`src/hdl/khws_pkg.sv`:
```
// ----------------------------------------------------------------------------
// khws_pkg: shared types, constants and mix functions
// Widths, queue sizing, back-end states and the one-at-a-time mix steps.
// ----------------------------------------------------------------------------
package khws_pkg;

	localparam int unsigned BYTE_W      = 8;
	localparam int unsigned HASH_W      = 32;
	localparam int unsigned WC_W        = 9;
	localparam int unsigned IDX_W       = 8;
	localparam int unsigned MAX_WORKERS = 256;
	localparam int unsigned BIT_W       = $clog2(HASH_W);
	localparam int unsigned QDEPTH      = 2;
	localparam int unsigned QPTR_W      = $clog2(QDEPTH);
	localparam int unsigned QCNT_W      = $clog2(QDEPTH + 1);
	localparam int unsigned OUT_W       = IDX_W + HASH_W;

	typedef logic [HASH_W-1:0] hash_t;

	typedef enum logic [1:0] {
		BK_IDLE,
		BK_FIN,
		BK_DIV,
		BK_DONE
	} back_state_t;

	// status of the back end, watched at the top level
	typedef struct packed {
		logic            busy;
		logic [WC_W-1:0] rem;
		logic [WC_W-1:0] count;
	} back_status_t;

	function automatic hash_t mix_byte(input hash_t h, input logic [BYTE_W-1:0] b);
		hash_t h0;
		hash_t h1;
		hash_t h2;
		h0 = h + {{(HASH_W-BYTE_W){1'b0}}, b};
		h1 = h0 + (h0 << 10);
		h2 = h1 ^ (h1 >> 6);
		return h2;
	endfunction

	function automatic hash_t final_mix(input hash_t h);
		hash_t h1;
		hash_t h2;
		hash_t h3;
		h1 = h + (h << 3);
		h2 = h1 ^ (h1 >> 11);
		h3 = h2 + (h2 << 15);
		return h3;
	endfunction

	// zero counts as one, anything above the maximum saturates
	function automatic logic [WC_W-1:0] eff_count(input logic [WC_W-1:0] wc);
		logic [WC_W-1:0] n;
		n = wc;
		if (n == '0) begin
			n = WC_W'(1);
		end
		if (n > WC_W'(MAX_WORKERS)) begin
			n = WC_W'(MAX_WORKERS);
		end
		return n;
	endfunction

endpackage

```
`src/hdl/khws_front.sv`:
```
// ----------------------------------------------------------------------------
// khws_front: byte intake
// Mixes each key byte into the running value and pushes the unfinished hash
// of a completed key into the queue.
// ----------------------------------------------------------------------------
module khws_front (
	input  logic                       clk,
	input  logic                       arst_n,
	input  logic                       in_valid,
	output logic                       in_ready,
	input  logic [khws_pkg::BYTE_W-1:0] key_byte,
	input  logic                       last_byte,
	input  logic                       empty_key,
	input  logic                       q_full,
	output logic                       q_push,
	output khws_pkg::hash_t            q_data
);

	khws_pkg::hash_t running_q;
	khws_pkg::hash_t mixed;
	logic            accept;

	assign in_ready = !q_full;
	assign accept   = in_valid && in_ready;
	assign mixed    = khws_pkg::mix_byte(running_q, key_byte);
	assign q_push   = accept && (empty_key || last_byte);
	// empty key drops what was mixed; final mix of zero is zero
	assign q_data   = empty_key ? '0 : mixed;

	always_ff @(posedge clk or negedge arst_n) begin
		if (!arst_n) begin
			running_q <= '0;
		end else if (accept) begin
			if (empty_key || last_byte) begin
				running_q <= '0;
			end else begin
				running_q <= mixed;
			end
		end
	end

endmodule

```
`src/hdl/khws_queue.sv`:
```
// ----------------------------------------------------------------------------
// khws_queue: short queue between intake and finish
// Holds unfinished hashes of completed keys, first in first out.
// ----------------------------------------------------------------------------
module khws_queue (
	input  logic            clk,
	input  logic            arst_n,
	input  logic            push,
	input  khws_pkg::hash_t push_data,
	output logic            full,
	input  logic            pop,
	output logic            valid,
	output khws_pkg::hash_t pop_data
);

	khws_pkg::hash_t                 slot_q [khws_pkg::QDEPTH];
	logic [khws_pkg::QPTR_W-1:0]     wr_ptr_q;
	logic [khws_pkg::QPTR_W-1:0]     rd_ptr_q;
	logic [khws_pkg::QCNT_W-1:0]     count_q;
	logic                            do_push;
	logic                            do_pop;

	assign full     = (count_q == khws_pkg::QCNT_W'(khws_pkg::QDEPTH));
	assign valid    = (count_q != '0);
	assign do_push  = push && !full;
	assign do_pop   = pop && valid;
	assign pop_data = slot_q[rd_ptr_q];

	always_ff @(posedge clk) begin
		if (do_push) begin
			slot_q[wr_ptr_q] <= push_data;
		end
	end

	always_ff @(posedge clk or negedge arst_n) begin
		if (!arst_n) begin
			wr_ptr_q <= '0;
			rd_ptr_q <= '0;
			count_q  <= '0;
		end else begin
			if (do_push) begin
				wr_ptr_q <= wr_ptr_q + 1'b1;
			end
			if (do_pop) begin
				rd_ptr_q <= rd_ptr_q + 1'b1;
			end
			if (do_push && !do_pop) begin
				count_q <= count_q + 1'b1;
			end else if (do_pop && !do_push) begin
				count_q <= count_q - 1'b1;
			end
		end
	end

endmodule

```
`src/hdl/khws_back.sv`:
```
// ----------------------------------------------------------------------------
// khws_back: hash finish and worker selection
// Applies the final mix, reduces the hash modulo the worker count one bit per
// cycle and holds the result in an output register.
// ----------------------------------------------------------------------------
module khws_back (
	input  logic                            clk,
	input  logic                            arst_n,
	input  logic                            q_valid,
	input  khws_pkg::hash_t                 q_data,
	output logic                            q_pop,
	input  logic [khws_pkg::WC_W-1:0]       worker_count,
	output logic                            out_valid,
	input  logic                            out_ready,
	output logic [khws_pkg::OUT_W-1:0]      out_data,
	output khws_pkg::back_status_t          status
);

	khws_pkg::back_state_t           state_q;
	khws_pkg::back_state_t           state_d;
	khws_pkg::hash_t                 hash_q;
	logic [khws_pkg::WC_W-1:0]       rem_q;
	logic [khws_pkg::WC_W-1:0]       count_q;
	logic [khws_pkg::BIT_W-1:0]      bit_q;
	logic                            out_valid_q;
	logic [khws_pkg::IDX_W-1:0]      out_index_q;
	khws_pkg::hash_t                 out_hash_q;
	logic [khws_pkg::WC_W:0]         rem_shift;
	logic [khws_pkg::WC_W:0]         rem_sub;
	logic [khws_pkg::WC_W-1:0]       rem_next;
	logic                            load;

	// restoring step: bring in one hash bit, subtract the count if it fits
	assign rem_shift = {rem_q, hash_q[bit_q]};
	assign rem_sub   = rem_shift - {1'b0, count_q};
	assign rem_next  = (rem_shift >= {1'b0, count_q}) ? rem_sub[khws_pkg::WC_W-1:0]
	                                                  : rem_shift[khws_pkg::WC_W-1:0];

	always_ff @(posedge clk or negedge arst_n) begin
		if (!arst_n) begin
			state_q <= khws_pkg::BK_IDLE;
		end else begin
			state_q <= state_d;
		end
	end

	always_comb begin
		state_d = state_q;
		q_pop   = 1'b0;
		load    = 1'b0;
		case (state_q)
			khws_pkg::BK_IDLE: begin
				if (q_valid) begin
					q_pop   = 1'b1;
					state_d = khws_pkg::BK_FIN;
				end
			end
			khws_pkg::BK_FIN: begin
				state_d = khws_pkg::BK_DIV;
			end
			khws_pkg::BK_DIV: begin
				if (bit_q == '0) begin
					state_d = khws_pkg::BK_DONE;
				end
			end
			khws_pkg::BK_DONE: begin
				if (!out_valid_q || out_ready) begin
					load    = 1'b1;
					state_d = khws_pkg::BK_IDLE;
				end
			end
			default: begin
				state_d = khws_pkg::BK_IDLE;
			end
		endcase
	end

	always_ff @(posedge clk) begin
		case (state_q)
			khws_pkg::BK_IDLE: begin
				hash_q <= q_data;
			end
			khws_pkg::BK_FIN: begin
				hash_q  <= khws_pkg::final_mix(hash_q);
				rem_q   <= '0;
				bit_q   <= khws_pkg::BIT_W'(khws_pkg::HASH_W - 1);
				count_q <= khws_pkg::eff_count(worker_count);
			end
			khws_pkg::BK_DIV: begin
				rem_q <= rem_next;
				bit_q <= bit_q - 1'b1;
			end
			default: begin
				hash_q <= hash_q;
			end
		endcase
		if (load) begin
			out_index_q <= rem_q[khws_pkg::IDX_W-1:0];
			out_hash_q  <= hash_q;
		end
	end

	always_ff @(posedge clk or negedge arst_n) begin
		if (!arst_n) begin
			out_valid_q <= 1'b0;
		end else if (load) begin
			out_valid_q <= 1'b1;
		end else if (out_ready) begin
			out_valid_q <= 1'b0;
		end
	end

	assign out_valid    = out_valid_q;
	assign out_data     = {out_hash_q, out_index_q};
	assign status.busy  = (state_q == khws_pkg::BK_DIV);
	assign status.rem   = rem_q;
	assign status.count = count_q;

endmodule

```
`src/hdl/key_hash_worker_select.sv`:
```
// Intake takes one byte per cycle while the two-entry queue has room.
// The back end takes one key at a time and runs the one-bit-per-cycle modulo loop,
// so for short keys the result rate is set by the back end, not by the intake.
// Reset clears the running hash, the queue, the back end and sets worker count to 1.
// ----------------------------------------------------------------------------
// key_hash_worker_select: one-at-a-time key hash with worker selection
// Byte-serial hash of a key, final mix, and hash modulo the worker count.
// ----------------------------------------------------------------------------
module key_hash_worker_select (
	input  logic                             clk,
	input  logic                             arst_n,
	input  logic                             s_axis_tvalid,
	output logic                             s_axis_tready,
	input  logic [khws_pkg::BYTE_W-1:0]      s_axis_tdata,  // [7:0] key_byte
	input  logic                             s_axis_tlast,  // last_byte
	input  logic                             s_axis_tuser,  // empty_key
	output logic                             m_axis_tvalid,
	input  logic                             m_axis_tready,
	output logic [khws_pkg::OUT_W-1:0]       m_axis_tdata,  // [7:0] worker_index,
	                                                        // [39:8] key_digest
	input  logic                             cfg_valid,
	output logic                             cfg_ready,
	input  logic [khws_pkg::WC_W-1:0]        cfg_data       // worker_count
);

	logic [khws_pkg::WC_W-1:0] worker_count_q;
	logic                      q_push;
	logic                      q_full;
	logic                      q_pop;
	logic                      q_valid;
	khws_pkg::hash_t           q_push_data;
	khws_pkg::hash_t           q_pop_data;
	khws_pkg::back_status_t    back_status;

	assign cfg_ready = 1'b1;

	always_ff @(posedge clk or negedge arst_n) begin
		if (!arst_n) begin
			worker_count_q <= khws_pkg::WC_W'(1);
		end else if (cfg_valid && cfg_ready) begin
			worker_count_q <= cfg_data;
		end
	end

	khws_front u_front (
		.clk       (clk),
		.arst_n    (arst_n),
		.in_valid  (s_axis_tvalid),
		.in_ready  (s_axis_tready),
		.key_byte  (s_axis_tdata),
		.last_byte (s_axis_tlast),
		.empty_key (s_axis_tuser),
		.q_full    (q_full),
		.q_push    (q_push),
		.q_data    (q_push_data)
	);

	khws_queue u_queue (
		.clk       (clk),
		.arst_n    (arst_n),
		.push      (q_push),
		.push_data (q_push_data),
		.full      (q_full),
		.pop       (q_pop),
		.valid     (q_valid),
		.pop_data  (q_pop_data)
	);

	khws_back u_back (
		.clk          (clk),
		.arst_n       (arst_n),
		.q_valid      (q_valid),
		.q_data       (q_pop_data),
		.q_pop        (q_pop),
		.worker_count (worker_count_q),
		.out_valid    (m_axis_tvalid),
		.out_ready    (m_axis_tready),
		.out_data     (m_axis_tdata),
		.status       (back_status)
	);

	a_no_push_when_full: assert property (@(posedge clk) disable iff (!arst_n)
		q_push |-> !q_full)
		else $error("push into a full queue");

	a_no_pop_when_empty: assert property (@(posedge clk) disable iff (!arst_n)
		q_pop |-> q_valid)
		else $error("pop from an empty queue");

	a_rem_below_count: assert property (@(posedge clk) disable iff (!arst_n)
		back_status.busy |-> (back_status.rem < back_status.count))
		else $error("remainder not below worker count");

	a_zero_hash_index: assert property (@(posedge clk) disable iff (!arst_n)
		(m_axis_tvalid && (m_axis_tdata[khws_pkg::OUT_W-1:khws_pkg::IDX_W] == '0))
		|-> (m_axis_tdata[khws_pkg::IDX_W-1:0] == '0))
		else $error("zero hash with nonzero worker index");

endmodule

```
`config.mk`:
```
export PLATFORM = sky130hd
export DESIGN_NAME = key_hash_worker_select
export DESIGN_NICKNAME = d
export VERILOG_FILES = /design/src/hdl/khws_pkg.sv /design/src/hdl/khws_front.sv /design/src/hdl/khws_queue.sv /design/src/hdl/khws_back.sv /design/src/hdl/key_hash_worker_select.sv
export SDC_FILE = /design/constraint.sdc
export NUM_CORES = 1
export LEC_CHECK = 0
export ABC_AREA = 1
export BUFFER_PORTS_ARGS = -buffer_cell sky130_fd_sc_hd__buf_4
export CAP_MARGIN = 25
export CORE_UTILIZATION = 39
export DETAILED_ROUTE_END_ITERATION = 8
export SLEW_MARGIN = 20
export SYNTH_ARGS = -nofsm -noshare
export SYNTH_HDL_FRONTEND = slang
export SYNTH_SLANG_ARGS = --single-unit
```
`constraint.sdc`:
```
create_clock -name clk -period 10 [get_ports clk]
set_input_delay 2 -clock clk [delete_from_list [all_inputs] [get_ports clk]]
set_output_delay 2 -clock clk [all_outputs]
set_load 0.005 [all_outputs]
```
==> run summary <==
clk sinks: 207
CTS Root Cell: clkbuf_16
asr flop ratio synth: 23.2%
Ys Warns: 0
post-synth cell types: 55
Final HPWL DP: 27.9 mm
Fin. Hold Viols: 0
Worst Path Arrival: 5730 ps
Core Region: 33,600 um^2
WP data required: 10,270 ps
largest net degree at the start of global routing: 49
Routed WL per cell: 17.2 um
Post-Syn Nets: 1,654
CTS Hold Buffers Added: 0
final net count: 1,719
share of cells above drive strength 1: 11.1%
Tmin final: 5470 ps
initial antenna violation count: 0
1st-pass router iterations: 5
initial core utilization: 39.8%
TNS Setup: 0 ps
Vias: 10,749
# fillers: 3,265
CTS Buf Count: 23
register area share after synthesis: 44.7%
flops & latches, synth: 207
H-tree levels: 1
first-pass GRT wire length: 56.4 mm
clock skew: 16.2 ps
Mapped Area: 13,400 um^2
drc violations: 0
Area contributors post-synth: edfxtp_1 (36%), dfrtp_1 (8.8%), nand2_1 (8.6%)
maximum buffer depth of the clock tree: 3
unrepaired setup endpoints after global routing: no
critical path class: input pin to flop
total gr overflow: 0
max-slew violations: 0
routability cong.: 0.997
Period Utilization, post-route: 54.7%
crit path launch type: input pin
die height: 187 um
Die Area: 35,000 um^2
setup violators final: 0
vias in the first global route: 10,449
# resized after CTS: 0
IO buf count: 65
critical path capture point type: flop
Main synth FF type: edfxtp_1
drt first-iter violations: 761
CTS tree: built
slew margin rel.: 35.3%
Hold Path Class: flop to flop
Ant. Diodes: 0
GRT Total Usage: 20.4%
Worst-Skew Late Latency: 530 ps
area delta synth->final: 13.2%
number of max-cap violations: 0
Chip Width: 187 um
Post-Synthesis Cells: 1,539
critical path fanouts, max: 6
status: complete, no violations
CTS clock-pin slew for the worst setup and hold paths: 60 ps
Yosys top cell by area: edfxtp_1
Syn Area/Cell: 8.69 um^2
number of routed nets with antenna violations: 0
Post-synth EDFFs: 159
Rows: 67
area share of the largest cell type after synthesis: 35.7%
top achievable clock speed: 183 MHz
routed vias/inst: 5.20
Worst-Margin Slew: 970 ps
Setup Buffers After CTS: 0
# IOs: 67
drt total wl: 35.6 mm
registers in the layout, indices dropped and copies added, names as in the netlist:
name and flops:
u_front.running_q 32, u_back.out_hash_q 32, u_queue.slot_q 64, u_queue.wr_ptr_q 1
u_back.state_q 2, u_queue.count_q 2, u_back.out_index_q 8, u_back.count_q 9
u_queue.rd_ptr_q 1, u_back.bit_q 5, worker_count_q 9, u_back.hash_q 32
u_back.out_valid 1, u_back.rem_q 9
path summary, 6_finish.rpt:
kind	start	end	slack, ps	cells after the start
min reg2reg	worker_count_q[8]	u_back.count_q[8]	470	0
max reg2reg	u_back.hash_q[14]	u_back.hash_q[26]	4810	25
max	s_axis_tdata[2]	u_queue.slot_q[1][22]	4530	22
max in group asynchronous	arst_n	u_front.running_q[24]	8050	1
min	worker_count_q[8]	u_back.count_q[8]	470	0
min in group asynchronous	arst_n	u_front.running_q[3]	1510	1
worst max-delay path, cell delays in order:
cell      delay (ps)
buf_4            110
ha_1             370
a21oi_1          200
nand2_1          110
nand2_1           70
nand3_1          160
a21oi_1          250
xor2_1           470
fa_1             310
a21oi_1           70
o21ai_0          360
nand2_1          120
a21boi_0         230
nand3_2          120
nand3_4          110
nand3_1          120
nand3_1          100
nand2_1          110
inv_1            150
nand2_1           80
nand2_1           60
nor2_1            40
per-stage QoR:
| stage | area [um^2] | setup WS, ps | utilization [%] | hold slack [ps] | std cells |
|---|---|---|---|---|---|
| after detailed placement | 14400 | 4020 | 42.7 | 460 | 2027 |
| final | 15100 | 4530 | 45.0 | 471 | 2069 |
| after global routing | 15100 | 4160 | 45.0 | 490 | 2069 |
| after floorplan | 13400 | 4720 | - | 449 | 1539 |
| after CTS | 15100 | 4560 | 45.0 | 477 | 2069 |
| after global placement | 14400 | 4080 | 42.7 | 463 | 2027 |
cell families (layout without fill, tap and decap cells):
group / Yosys count / after routing / share of synthesized area, %
xor+xnor: 113 / 113 / 7.52
simple gates: 637 / 637 / 21.1
flops: 207 / 207 / 44.7
compound gates: 294 / 294 / 12.2
other cells: 1 / 1 / 0.0280
mux: 2 / 2 / 0.150
buf+inv: 194 / 276 / 5.48
fa+ha+maj: 91 / 91 / 8.80
final cells by class:
type | count | area (um^2) | share of cell area, %
flip-flops and latches | 207 | 5980 | 39.5
clock inverters | 9 | 73.8 | 0.488
clock buffers | 33 | 704 | 4.65
inverters | 162 | 608 | 4.02
repair buffers | 72 | 541 | 3.57
well taps | 448 | 561 | 3.70
multi-input cells | 1138 | 6680 | 44.1
cells in the final DEF, fill, tap and decap left out, types with 5 or more instances in the layout:
cell type	n
nand2_1	307
nor2_1	160
edfxtp_1	159
inv_1	157
o21ai_0	116
a21oi_1	87
ha_1	86
xor2_1	81
nand3_1	79
buf_4	72
dfrtp_1	47
xnor2_1	30
clkbuf_16	24
a31oi_1	19
nand2_2	19
o22ai_1	15
nand3_2	14
nor3_1	14
o21ai_1	14
nand4_1	10
o211ai_1	7
clkbuf_8	7
nor2_2	6
o21bai_1	6
or2_2	6
nand2_4	5
a21o_1	5
fa_1	5
Yosys cell counts, types with 4 or more instances:
cell	number
nor2_2	4
o21ai_1	14
nand2_2	19
nand2_4	5
xnor2_1	30
nand4_1	10
inv_1	157
a21oi_1	88
dfrtp_1	47
fa_1	5
nand3_1	79
or2_2	6
o21bai_1	6
o221ai_1	4
nor3_1	14
clkbuf_1	27
o21ai_0	116
edfxtp_1	159
xor2_1	81
nand2_1	307
nand3_2	14
a31oi_1	19
o22ai_1	15
o211ai_1	7
ha_1	86
nor2_1	162
a21o_1	5
metal layers:
layer  vias up  global-route usage, %  part of all wire [%]
met3        77                   2.23                   4.2
met2       300                   33.1                    45
met1      5010                   27.8                    47
li1       5362                      -                     -
met5         -                      0                     0
met4         0                   8.29                   3.9
Power is left out: the tool's default activity adds up to more than one toggle a clock period on the data nets, which glitch-free logic cannot reach.
